--- src/design/owm_pkg.sv ---
package owm_pkg;

   localparam int CFG_BITS = 10;
   localparam int CSR_INDEX_BITS = 3;

   typedef enum logic [2:0] {
      OP_TICK  = 3'd0,
      OP_RESET = 3'd1,
      OP_WBIT  = 3'd2,
      OP_RBIT  = 3'd3,
      OP_WBYTE = 3'd4,
      OP_RBYTE = 3'd5
   } op_type;

   typedef enum logic [2:0] {
      PH_IDLE      = 3'd0,
      PH_RST_LOW   = 3'd1,
      PH_RST_WAIT  = 3'd2,
      PH_RST_TAIL  = 3'd3,
      PH_BIT_LOW   = 3'd4,
      PH_READ_WAIT = 3'd5,
      PH_RECOVER   = 3'd6
   } phase_type;

   typedef enum logic [CSR_INDEX_BITS-1:0] {
      CSR_RESET_LOW     = 3'd0,
      CSR_PRESENCE_WAIT = 3'd1,
      CSR_RESET_TAIL    = 3'd2,
      CSR_SHORT_LOW     = 3'd3,
      CSR_WRITE0_LOW    = 3'd4,
      CSR_READ_SAMPLE   = 3'd5,
      CSR_SLOT          = 3'd6
   } csr_index_type;

   localparam logic [CFG_BITS-1:0] RESET_LOW_DEFAULT     = 10'd480;
   localparam logic [CFG_BITS-1:0] PRESENCE_WAIT_DEFAULT = 10'd70;
   localparam logic [CFG_BITS-1:0] RESET_TAIL_DEFAULT    = 10'd410;
   localparam logic [CFG_BITS-1:0] SHORT_LOW_DEFAULT     = 10'd6;
   localparam logic [CFG_BITS-1:0] WRITE0_LOW_DEFAULT    = 10'd60;
   localparam logic [CFG_BITS-1:0] READ_SAMPLE_DEFAULT   = 10'd9;
   localparam logic [CFG_BITS-1:0] SLOT_DEFAULT          = 10'd70;

   localparam logic [3:0] BITS_PER_BYTE = 4'd8;

   typedef struct packed {
      logic [2:0] opcode;
      logic [7:0] data;
      logic       line_level;
   } req_type;

   typedef struct packed {
      logic       drive_low;
      logic       busy_res;
      logic       done_res;
      logic [7:0] rx_value;
      logic       cmd_error;
   } rsp_type;

   typedef struct packed {
      logic [CFG_BITS-1:0] reset_low_us;
      logic [CFG_BITS-1:0] presence_wait_us;
      logic [CFG_BITS-1:0] reset_tail_us;
      logic [CFG_BITS-1:0] short_low_us;
      logic [CFG_BITS-1:0] write0_low_us;
      logic [CFG_BITS-1:0] read_sample_us;
      logic [CFG_BITS-1:0] slot_us;
   } cfg_type;

endpackage

--- src/design/owm_csr.sv ---
module owm_csr
   import owm_pkg::*;
(
   input  logic                      clock,
   input  logic                      reset,
   input  logic                      csr_valid,
   output logic                      csr_ready,
   input  logic [CSR_INDEX_BITS-1:0] csr_index,
   input  logic [CFG_BITS-1:0]       csr_wdata,
   output cfg_type                   cfg
);

   cfg_type cfg_ff;
   cfg_type cfg_in;

   assign csr_ready = 1'b1;
   assign cfg = cfg_ff;

   always_comb begin
      cfg_in = cfg_ff;
      if (csr_valid) begin
         unique case (csr_index)
            CSR_RESET_LOW:     cfg_in.reset_low_us     = csr_wdata;
            CSR_PRESENCE_WAIT: cfg_in.presence_wait_us = csr_wdata;
            CSR_RESET_TAIL:    cfg_in.reset_tail_us    = csr_wdata;
            CSR_SHORT_LOW:     cfg_in.short_low_us     = csr_wdata;
            CSR_WRITE0_LOW:    cfg_in.write0_low_us    = csr_wdata;
            CSR_READ_SAMPLE:   cfg_in.read_sample_us   = csr_wdata;
            CSR_SLOT:          cfg_in.slot_us          = csr_wdata;
            default:           cfg_in = cfg_ff;
         endcase
      end
   end

   always_ff @(posedge clock) begin
      if (reset) begin
         cfg_ff.reset_low_us     <= RESET_LOW_DEFAULT;
         cfg_ff.presence_wait_us <= PRESENCE_WAIT_DEFAULT;
         cfg_ff.reset_tail_us    <= RESET_TAIL_DEFAULT;
         cfg_ff.short_low_us     <= SHORT_LOW_DEFAULT;
         cfg_ff.write0_low_us    <= WRITE0_LOW_DEFAULT;
         cfg_ff.read_sample_us   <= READ_SAMPLE_DEFAULT;
         cfg_ff.slot_us          <= SLOT_DEFAULT;
      end else begin
         cfg_ff <= cfg_in;
      end
   end

endmodule

--- src/design/owm_core.sv ---
module owm_core
   import owm_pkg::*;
#(
   parameter int TIME_BITS = 10
)
(
   input  logic    clock,
   input  logic    reset,
   input  logic    step_en,
   input  req_type req,
   input  cfg_type cfg,
   output rsp_type rsp
);

   // Comparisons are made at a width that holds both the timer and the
   // sum of two configuration values.
   localparam int WW = (TIME_BITS > CFG_BITS + 1) ? TIME_BITS : CFG_BITS + 1;
   localparam logic [TIME_BITS-1:0] TMAX = '1;

   phase_type            phase_ff, phase_in;
   logic [TIME_BITS-1:0] elapsed_ff, elapsed_in;
   logic [3:0]           bit_index_ff, bit_index_in;
   logic [7:0]           tx_shift_ff, tx_shift_in;
   logic [7:0]           rx_shift_ff, rx_shift_in;
   op_type               kind_ff, kind_in;
   logic                 sampled_ff, sampled_in;

   logic [TIME_BITS-1:0] el_inc;
   logic [WW-1:0]        short_c;
   logic [WW-1:0]        read_target;
   logic [WW-1:0]        low_target;
   logic                 is_read;
   logic                 done;
   logic                 err;
   logic [7:0]           rx;
   logic [3:0]           next_index;
   logic [7:0]           next_rx_shift;

   // A target beyond the timer's range is met once the timer saturates.
   function automatic logic reached(input logic [TIME_BITS-1:0] el,
                                    input logic [WW-1:0] target);
      logic r;
      r = (WW'(el) >= target) || (el == TMAX);
      return r;
   endfunction

   assign el_inc = (elapsed_ff == TMAX) ? elapsed_ff : elapsed_ff + TIME_BITS'(1);
   assign is_read = (kind_ff == OP_RBIT) || (kind_ff == OP_RBYTE);
   assign short_c = (WW'(cfg.short_low_us) > WW'(TMAX)) ? WW'(TMAX)
                                                         : WW'(cfg.short_low_us);
   assign read_target = short_c + WW'(cfg.read_sample_us);
   assign low_target = (is_read || tx_shift_ff[0]) ? WW'(cfg.short_low_us)
                                                   : WW'(cfg.write0_low_us);
   assign next_index = bit_index_ff + 4'd1;
   assign next_rx_shift = {sampled_ff, rx_shift_ff[7:1]};

   always_comb begin
      phase_in     = phase_ff;
      elapsed_in   = elapsed_ff;
      bit_index_in = bit_index_ff;
      tx_shift_in  = tx_shift_ff;
      rx_shift_in  = rx_shift_ff;
      kind_in      = kind_ff;
      sampled_in   = sampled_ff;
      done         = 1'b0;
      err          = 1'b0;
      rx           = 8'd0;
      if (op_type'(req.opcode) != OP_TICK) begin
         if (req.opcode > OP_RBYTE || phase_ff != PH_IDLE) begin
            err = 1'b1;
         end else begin
            kind_in      = op_type'(req.opcode);
            elapsed_in   = '0;
            bit_index_in = 4'd0;
            sampled_in   = 1'b0;
            rx_shift_in  = 8'd0;
            tx_shift_in  = (op_type'(req.opcode) == OP_WBIT) ? {7'd0, req.data[0]}
                                                             : req.data;
            phase_in     = (op_type'(req.opcode) == OP_RESET) ? PH_RST_LOW
                                                              : PH_BIT_LOW;
         end
      end else if (phase_ff != PH_IDLE) begin
         elapsed_in = el_inc;
         unique case (phase_ff)
            PH_RST_LOW: begin
               if (reached(el_inc, WW'(cfg.reset_low_us))) begin
                  phase_in   = PH_RST_WAIT;
                  elapsed_in = '0;
               end
            end
            PH_RST_WAIT: begin
               if (reached(el_inc, WW'(cfg.presence_wait_us))) begin
                  sampled_in = ~req.line_level;
                  phase_in   = PH_RST_TAIL;
                  elapsed_in = '0;
               end
            end
            PH_RST_TAIL: begin
               if (reached(el_inc, WW'(cfg.reset_tail_us))) begin
                  phase_in   = PH_IDLE;
                  elapsed_in = '0;
                  done       = 1'b1;
                  rx         = {7'd0, sampled_ff};
               end
            end
            PH_BIT_LOW: begin
               if (reached(el_inc, low_target)) begin
                  phase_in = is_read ? PH_READ_WAIT : PH_RECOVER;
               end
            end
            PH_READ_WAIT: begin
               if (reached(el_inc, read_target)) begin
                  sampled_in = req.line_level;
                  phase_in   = PH_RECOVER;
               end
            end
            PH_RECOVER: begin
               if (reached(el_inc, WW'(cfg.slot_us))) begin
                  elapsed_in = '0;
                  if (kind_ff == OP_RBYTE) begin
                     rx_shift_in = next_rx_shift;
                  end
                  if (kind_ff == OP_WBYTE || kind_ff == OP_RBYTE) begin
                     tx_shift_in  = {1'b0, tx_shift_ff[7:1]};
                     bit_index_in = next_index;
                     if (next_index >= BITS_PER_BYTE) begin
                        phase_in = PH_IDLE;
                        done     = 1'b1;
                        rx       = (kind_ff == OP_RBYTE) ? next_rx_shift : 8'd0;
                     end else begin
                        phase_in = PH_BIT_LOW;
                     end
                  end else begin
                     phase_in = PH_IDLE;
                     done     = 1'b1;
                     rx       = (kind_ff == OP_RBIT) ? {7'd0, sampled_ff} : 8'd0;
                  end
               end
            end
            default: phase_in = PH_IDLE;
         endcase
      end
   end

   always_comb begin
      rsp.drive_low = (phase_in == PH_RST_LOW) || (phase_in == PH_BIT_LOW);
      rsp.busy_res  = (phase_in != PH_IDLE);
      rsp.done_res  = done;
      rsp.rx_value  = rx;
      rsp.cmd_error = err;
   end

   always_ff @(posedge clock) begin
      if (reset) begin
         phase_ff     <= PH_IDLE;
         elapsed_ff   <= '0;
         bit_index_ff <= 4'd0;
         tx_shift_ff  <= 8'd0;
         rx_shift_ff  <= 8'd0;
         kind_ff      <= OP_TICK;
         sampled_ff   <= 1'b0;
      end else if (step_en) begin
         phase_ff     <= phase_in;
         elapsed_ff   <= elapsed_in;
         bit_index_ff <= bit_index_in;
         tx_shift_ff  <= tx_shift_in;
         rx_shift_ff  <= rx_shift_in;
         kind_ff      <= kind_in;
         sampled_ff   <= sampled_in;
      end
   end

   // A rejected command leaves the sequencer exactly where it was.
   assert property (@(posedge clock) disable iff (reset)
      (step_en && err) |=> ($stable(phase_ff) && $stable(elapsed_ff)))
      else $error("rejected command changed the sequencer state");

   assert property (@(posedge clock) disable iff (reset)
      (step_en && done) |=> (phase_ff == PH_IDLE))
      else $error("completion reported while the sequencer stays busy");

   assert property (@(posedge clock) disable iff (reset)
      bit_index_ff <= BITS_PER_BYTE)
      else $error("bit index ran past a byte");

   assert property (@(posedge clock) disable iff (reset)
      (step_en && done) |-> !err)
      else $error("completion and rejection on the same beat");

endmodule

--- src/design/onewire_master_bus_engine.sv ---
// Single-wire bus master sequencer.
// Request beats (req_valid/req_stall/req_data) carry either a one-microsecond
// tick with the sampled line level, or a command: bus reset, write bit, read
// bit, write byte or read byte. Every request beat yields exactly one response
// beat (rsp_valid/rsp_stall/rsp_data) with the line drive, busy and done flags,
// the received value on the completing beat, and an error flag for a command
// that arrived while busy or carried an unknown opcode.
// Timing registers are written through csr_valid/csr_ready, csr_index and
// csr_wdata; the user must write them only while the engine is idle, which
// the block itself leaves unchecked. csr_ready is always high. A request
// passes through an input register, then the sequencer update and a response
// register. One beat per cycle is taken for as long as the receiver keeps up,
// since the sequencer update is a single pass of short logic. When rsp_stall
// holds the response register full, req_stall rises only once the input
// register is also occupied. A synchronous reset empties both registers,
// returns the sequencer to idle and restores the default timing values.
module onewire_master_bus_engine
   import owm_pkg::*;
#(
   parameter int TIME_BITS = 10
)
(
   input  logic                      clock,
   input  logic                      reset,
   input  logic                      req_valid,
   output logic                      req_stall,
   input  req_type                   req_data,
   output logic                      rsp_valid,
   input  logic                      rsp_stall,
   output rsp_type                   rsp_data,
   input  logic                      csr_valid,
   output logic                      csr_ready,
   input  logic [CSR_INDEX_BITS-1:0] csr_index,
   input  logic [CFG_BITS-1:0]       csr_wdata
);

   logic    in_valid_ff, in_valid_in;
   req_type in_data_ff;
   logic    rsp_valid_ff, rsp_valid_in;
   rsp_type rsp_data_ff;
   rsp_type step_rsp;
   cfg_type cfg;
   logic    out_free;
   logic    advance;

   assign out_free  = !rsp_valid_ff || !rsp_stall;
   assign advance   = in_valid_ff && out_free;
   assign req_stall = in_valid_ff && !out_free;
   assign rsp_valid = rsp_valid_ff;
   assign rsp_data  = rsp_data_ff;

   owm_csr u_csr (
      .clock     (clock),
      .reset     (reset),
      .csr_valid (csr_valid),
      .csr_ready (csr_ready),
      .csr_index (csr_index),
      .csr_wdata (csr_wdata),
      .cfg       (cfg)
   );

   owm_core #(
      .TIME_BITS (TIME_BITS)
   ) u_core (
      .clock   (clock),
      .reset   (reset),
      .step_en (advance),
      .req     (in_data_ff),
      .cfg     (cfg),
      .rsp     (step_rsp)
   );

   always_comb begin
      in_valid_in = in_valid_ff;
      if (!req_stall) begin
         in_valid_in = req_valid;
      end
      rsp_valid_in = rsp_valid_ff;
      if (advance) begin
         rsp_valid_in = 1'b1;
      end else if (!rsp_stall) begin
         rsp_valid_in = 1'b0;
      end
   end

   always_ff @(posedge clock) begin
      if (reset) begin
         in_valid_ff  <= 1'b0;
         rsp_valid_ff <= 1'b0;
      end else begin
         in_valid_ff  <= in_valid_in;
         rsp_valid_ff <= rsp_valid_in;
      end
   end

   always_ff @(posedge clock) begin
      if (req_valid && !req_stall) begin
         in_data_ff <= req_data;
      end
      if (advance) begin
         rsp_data_ff <= step_rsp;
      end
   end

endmodule
--- config.mk ---
export PLATFORM = sky130hd
export DESIGN_NAME = onewire_master_bus_engine
export DESIGN_NICKNAME = d
export VERILOG_FILES = /design/src/design/owm_pkg.sv /design/src/design/owm_csr.sv /design/src/design/owm_core.sv /design/src/design/onewire_master_bus_engine.sv
export SDC_FILE = /design/constraint.sdc
export NUM_CORES = 1
export LEC_CHECK = 0
export BUFFER_PORTS_ARGS = -buffer_cell sky130_fd_sc_hd__buf_2
export CAP_MARGIN = 10
export CORE_ASPECT_RATIO = 0.7
export CORE_MARGIN = 2
export CORE_UTILIZATION = 25
export CTS_CLUSTER_DIAMETER = 200
export DETAILED_ROUTE_END_ITERATION = 6
export SLEW_MARGIN = 10
export SYNTH_ARGS = -nofsm -noshare
export SYNTH_HDL_FRONTEND = slang
export SYNTH_HIERARCHICAL = 1
export SYNTH_SLANG_ARGS = --single-unit
--- constraint.sdc ---
create_clock -name clock -period 6.9 [get_ports clock]
set_input_delay 1.38 -clock clock [delete_from_list [all_inputs] [get_ports clock]]
set_output_delay 1.38 -clock clock [all_outputs]
set_load 0.02 [all_outputs]
# Word level (Yosys, flattened, before mapping)
# Cells that the tools add are included.
dict set report totals {
  reg_bits 133
  in_bits 30
  output_inout_bits 15
  word_cells 169
}
dict set report classes {
  add_sub_neg 3
  magnitude_cmp 8
  n_eq_ne 25
  muxes 64
  n_bitwise 3
  reduce_logical 42
}
# op count
set ops {}
lappend ops {{2-to-1 mux 8 bit} 17}
lappend ops {{2-to-1 mux 10 bit} 9}
lappend ops {{greater-or-equal comparator 10 bit} 4}
lappend ops {{one-hot mux 10 bit (4 select lines)} 1}
lappend ops {{2-to-1 mux 3 bit} 12}
lappend ops {{== test 3 bit, second input constant} 9}
lappend ops {{2-to-1 mux 4 bit} 6}
lappend ops {{greater-or-equal comparator 10 x 11 -> 1 bit} 2}
lappend ops {{== test 10 bit, second input constant} 2}
lappend ops {{== test 3 x 2 -> 1 bit, second input constant} 6}
lappend ops {{one-hot mux 3 bit (6 select lines)} 1}
lappend ops {{AND reduction 6 bit} 3}
lappend ops {{one-hot mux 8 bit (2 select lines)} 1}
lappend ops {{2-to-1 mux 1 bit} 14}
lappend ops {{AND reduction 2 bit} 7}
lappend ops {{== test 3 x 1 -> 1 bit, second input constant} 4}
lappend ops {{logical OR 1 bit} 12}
lappend ops {{nonzero test 3 bit} 4}
lappend ops {{adder 10 x 10 -> 11 bit} 1}
lappend ops {{adder 10 x 1 -> 10 bit, second input constant} 1}
lappend ops {{nonzero test 2 bit} 5}
lappend ops {{inequality test 3 x 1 -> 1 bit, second input constant} 2}
lappend ops {{AND reduction 3 bit} 2}
lappend ops {{adder 4 x 1 -> 4 bit, second input constant} 1}
lappend ops {{11 further kinds} 19}

# Logic depth before layout (Yosys ltp)
dict set report depth {
  word_depth 12
  depth_mapped 18
  depth_no_buf 17
}

# By module
# Netlist, hierarchy kept.
# mod instances cells_each area_each_um2 seq_area_each_um2
set modules_own_cells {}
lappend modules_own_cells {owm_core 1 561 4359.2 720.7}
lappend modules_own_cells {owm_csr 1 259 2765.2 1401.3}
lappend modules_own_cells {onewire_master_bus_engine 1 34 807.0 760.7}

# Least setup slack after synthesis
# No wires, ideal clock.
dict set report synth_path {
  path_type {input -> register}
  start {input port rsp_stall}
  end {register u_core.tx_shift_ff[5]}
  setup_ps 79
  arrival_ps 3544
  required_ps 6821
  slack_ps 3276
  path_stages 8
  cell_sequence {a21boi_0 -> clkbuf_1 -> o21a_1 -> o21a_1 -> buf_4 -> buf_6 -> nor2_1 -> a211oi_2}
}
dict set report synth_between {
  elab_chain_len 4
}
# element line_no
set synth_rtl {}
lappend synth_rtl {{from (decl)} onewire_master_bus_engine.sv:29} ;# input logic rsp_stall,
lappend synth_rtl {{zero test 1 bit} -}
lappend synth_rtl {{logical OR 1 bit} onewire_master_bus_engine.sv:46} ;# assign out_free = !rsp_valid_ff || !rsp_stall;
lappend synth_rtl {{logical AND 1 bit} onewire_master_bus_engine.sv:47} ;# assign advance = in_valid_ff && out_free;
lappend synth_rtl {{AND reduction 6 bit (no source line)} -}
lappend synth_rtl {{to (signal assigned)} owm_core.sv:166} ;# tx_shift_ff <= tx_shift_in;
lappend synth_rtl {{to (decl)} owm_core.sv:23} ;# logic [7:0] tx_shift_ff, tx_shift_in;
# No other way between the ends.
# A chain may end at the register's enable or synchronous reset.

# Worst setup path in the final report
dict set report layout_path {
  start {register u_core.elapsed_ff[0]}
  end {register u_core.elapsed_ff[0]}
}
dict set report layout_between {
  elab_chain_len 8
  elab_cells_between_ends 19
  classes_between {1 x add/sub; 4 x order compare; 2 x eq/ne; 8 x mux; 4 x reduce/logical}
}
# element line_no
set layout_rtl {}
lappend layout_rtl {{from (decl)} owm_core.sv:21} ;# logic [TIME_BITS-1:0] elapsed_ff, elapsed_in;
lappend layout_rtl {{from (signal assigned)} owm_core.sv:164} ;# elapsed_ff <= elapsed_in;
lappend layout_rtl {{adder 10 x 1 -> 10 bit / == test 10 bit (equally long branches)} owm_core.sv:47} ;# assign el_inc = (elapsed_ff == TMAX) ? elapsed_ff : elapsed_ff + TIME_BITS'(1);
lappend layout_rtl {{2-to-1 mux 10 bit (*)} owm_core.sv:47}
lappend layout_rtl {{greater-or-equal comparator 10 bit / == test 10 bit (equally long branches)} owm_core.sv:43} ;# r = (WW'(el) >= target) || (el == TMAX);
lappend layout_rtl {{logical OR 1 bit} owm_core.sv:43}
lappend layout_rtl {{2-to-1 mux 10 bit (on tied branches)} -}
lappend layout_rtl {{one-hot mux 10 bit (4 select lines) (*)} owm_core.sv:84} ;# unique case (phase_ff)
lappend layout_rtl {{2-to-1 mux 10 bit (*)} owm_core.sv:82} ;# end else if (phase_ff != PH_IDLE) begin
lappend layout_rtl {{2-to-1 mux 10 bit (*)} owm_core.sv:68} ;# if (op_type'(req.opcode) != OP_TICK) begin
# Mark *: on every way between the ends. The rest lies on a longest branch, timed or not. The select of a mux whose other input is x is not followed.

==> flow_summary.json <==
{
  "status": "finished clean",
  "skew_ns": 0.01127,
  "netlist_instances": 854,
  "synthTopCellsByArea": "dfxtp_1, ha_1, mux2i_1",
  "syn_area_um2": 7931,
  "synth-seq-cells": 132,
  "drt_iter0_markers": 506,
  "dieArea_um2": 33190,
  "drc": 0,
  "cp-end-kind": "register",
  "ir_drop_uv": 141.6,
  "worst_pin_slew_ns": 1.176,
  "synth_edf_count": 24,
  "cts_buffers": 17,
  "cts_tree": "done",
  "cap_violations": 0,
  "maxSlewHeadroom_pct": 21.50,
  "dr_total_vias": 6221,
  "r2r-end": "u_core/elapsed_ff[0]",
  "yosys.area.top_type": "dfxtp_1",
  "grt-ovfl-total": 0,
  "ant_nets": 0,
  "fp.dieW_um": 216.9,
  "die_y_um": 153.0,
  "htree_levels": 4,
  "hold_buffers": 0,
  "yosysSeqAreaShare_pct": 36.35,
  "setup.worst_path.end": "u_core/elapsed_ff[0]",
  "rsz0062_at_grt": "no",
  "viasPerCell": 4.749,
  "worstPathCellList": "ha_1 -> and3_4 -> and2_1 -> a21oi_1 -> ha_1 -> and3_1 -> a221o_1 -> a31oi_1 -> o21bai_1 -> o32a_1 -> a31oi_1 -> a31oi_1 -> mux2i_1",
  "placed_cells": 1275,
  "cts.path.max_buffers": 2,
  "clock.fmax_mhz": 223.2,
  "clkTransAtPathRegs_ns": 0.06,
  "post_cts.resized_instances": 0,
  "hold_class": "reg2reg",
  "slowest_stage": "a31oi_1",
  "tns_ns": 0,
  "cts_sinks": 132,
  "synth_area_per_cell_um2": 9.287,
  "r2r-start": "u_core/elapsed_ff[0]",
  "gp_congestion": 0.8191,
  "synth.net_count": 957,
  "critPathMostFrequentCell": "a31oi_1",
  "ys.flop_type": "dfxtp_1",
  "reg2reg_depth": 13,
  "grt_pass1_vias": 6070,
  "startpoint": "u_core/elapsed_ff[0]",
  "leakage_nw": 4.081,
  "grt_pass1_wl_um": 32840,
  "dr.pass1.iters": 5,
  "io_buffers": 43,
  "area_growth_pct": 14.56,
  "path_class": "reg2reg",
  "synth-async-reset-ratio_pct": 0,
  "cts-root-buf": "clkbuf_16",
  "r2r_slack_ns": 2.42,
  "hold_violations": 0,
  "slew_violations": 0,
  "postCtsSetupBuffers": 0,
  "fp-row-count": 54,
  "gr-usage-all-layers_pct": 12.56,
  "clk_latency_ns": 0.43,
  "io-pin-count": 45,
  "synth_warnings": 6,
  "start_util_pct": 25.41,
  "dp_hpwl_um": 15070,
  "instances_no_fill": 1310,
  "synth_top_area_share_pct": 27.26,
  "cp-start-kind": "register",
  "fin_nets": 977,
  "worstPathArrival_ns": 4.83,
  "drive_above_1_share_pct": 10.94,
  "finalCriticalPeriod_ns": 4.480,
  "wirelength_um": 20380,
  "synth_most_common_cell": "dfxtp_1",
  "synth_cell_types": 79,
  "setup-violations-final": 0,
  "cpPeakStageDelay_ns": 0.77,
  "powerDensity_nw_per_um2": 211.1,
  "synth_commonest_cells": "dfxtp_1, mux2i_1, nor2_1",
  "antenna_found_initial": 3,
  "grt_max_degree": 104,
  "required_ns": 7.25,
  "fin_crit_sh_pct": 64.92,
  "core_area_um2": 31210,
  "cp_max_fo": 11,
  "wire_per_inst_um": 15.55
}
==> state kept, by name (all words and copies together) (netlist names) <==
name	flops
u_core/elapsed_ff	10
u_core/kind_ff	3
u_core/rx_shift_ff	7
in_data_ff	12
u_csr/cfg	70
u_core/bit_index_ff	4
in_valid_ff	1
u_core/phase_ff	3
rsp_data	12
rsp_valid	1
u_core/sampled_ff	1
u_core/tx_shift_ff	8
==> cells in the final DEF (no fill, tap or decap), types with 6 or more instances in the layout <==
master     synthesis  final
nand2b_1          63     63
nand3_1           13     13
mux2i_1           89     89
o21ai_0           30     30
nor3b_1            8      8
nor2b_1            9      9
a22o_1             9      9
nand4_1            6      6
clkbuf_16          0     17
buf_2              7     42
nand2_1           36     36
dfxtp_1          108    108
xor2_1             8      8
o21a_1            10     10
o211ai_1           7      7
xnor2_1            7      7
and2_1            12     12
ha_1              72     72
edfxtp_1          24     24
a21oi_1           44     44
a31oi_1            6      6
a211oi_1           9      9
a21o_1             7      7
nor2_1            88     88
and3_1            15     15
inv_1             49     49
==> worst max-delay path: cells and delay by family, from the launching register on <==
kind	cells	cell delay, ns
AO/OA/AOI/OAI	7	2.53
adder cells (fa/ha/maj)	2	0.68
AND/OR/NAND/NOR	3	0.65
flip-flops	1	0.36
multiplexers	1	0.17
==> cell type report <==
class                           instances  area [um^2]
Antenna cell                            3        7.507
Clock buffer                           18        429.2
Clock inverter                         14        176.4
Fill cell                            3297        22130
Inverter                               49        183.9
Multi-Input combinational cell        628         4641
Sequential cell                       132         2883
Tap cell                              420        525.5
Timing Repair Buffer                   46        240.2
==> metal layers <==
metal,vias to the layer above,share of wire (%),track usage (%)
met1,2955,50,17.52
met2,149,43,19.00
met4,0,1.7,3.881
li1,3098,-,-
met3,19,5.5,3.104
met5,-,0,0
==> stage by stage <==
step           hold WS (ns)  setup slack (ns)  util (%)  cell area (um^2)  power (mW)
3_5_place_dp         0.4611             2.576     27.14              8473      0.9978
2_1_floorplan        0.4405             3.276         -              7931      0.9482
3_3_place_gp         0.4534             2.604     27.14              8473      0.9943
5_1_grt              0.4910             2.134     29.09              9081       1.991
4_1_cts              0.4753             2.512     29.08              9079       1.941
6_report             0.4723             2.420     29.11              9086       1.918
==> how the worst min path moves through the flow <==
| stage | start | to | slack (ns) | cells after the start |
|---|---|---|---|---|
| 3_5_place_dp | u_csr/cfg[42] | u_csr/cfg[42] | 0.46 | 2 |
| 4_1_cts | u_csr/cfg[46] | u_csr/cfg[46] | 0.48 | 2 |
| 5_1_grt | u_csr/cfg[42] | u_csr/cfg[42] | 0.49 | 2 |
| 2_1_floorplan | u_core/tx_shift_ff[7] | u_core/tx_shift_ff[7] | 0.44 | 2 |
| 6_report | u_csr/cfg[53] | u_csr/cfg[53] | 0.47 | 2 |
| 3_3_place_gp | u_core/tx_shift_ff[7] | u_core/tx_shift_ff[7] | 0.45 | 2 |
==> power breakdown <==
| part | total, mW | internal, mW | switching [mW] | leakage (nW) |
|---|---|---|---|---|
| Clock | 0.935 | 0.574 | 0.361 | 0.298 |
| Sequential | 0.824 | 0.808 | 0.0163 | 1.10 |
| Combinational | 0.158 | 0.0606 | 0.0979 | 2.68 |
| Total | 1.92 | 1.44 | 0.475 | 4.08 |
==> cells by family (layout without fill, tap and decap cells) <==
family / Yosys count / count (layout) / share of synthesized area, %
buf+inv: 94 / 127 / 5.379
simple gates: 284 / 284 / 19.21
mux: 92 / 92 / 11.66
compound gates: 163 / 163 / 14.09
flops: 132 / 132 / 36.35
xor+xnor: 15 / 15 / 1.656
fa+ha+maj: 73 / 73 / 11.61
other cells: 1 / 4 / 0.04728
Note: power is estimated with default switching activity, not from simulation.
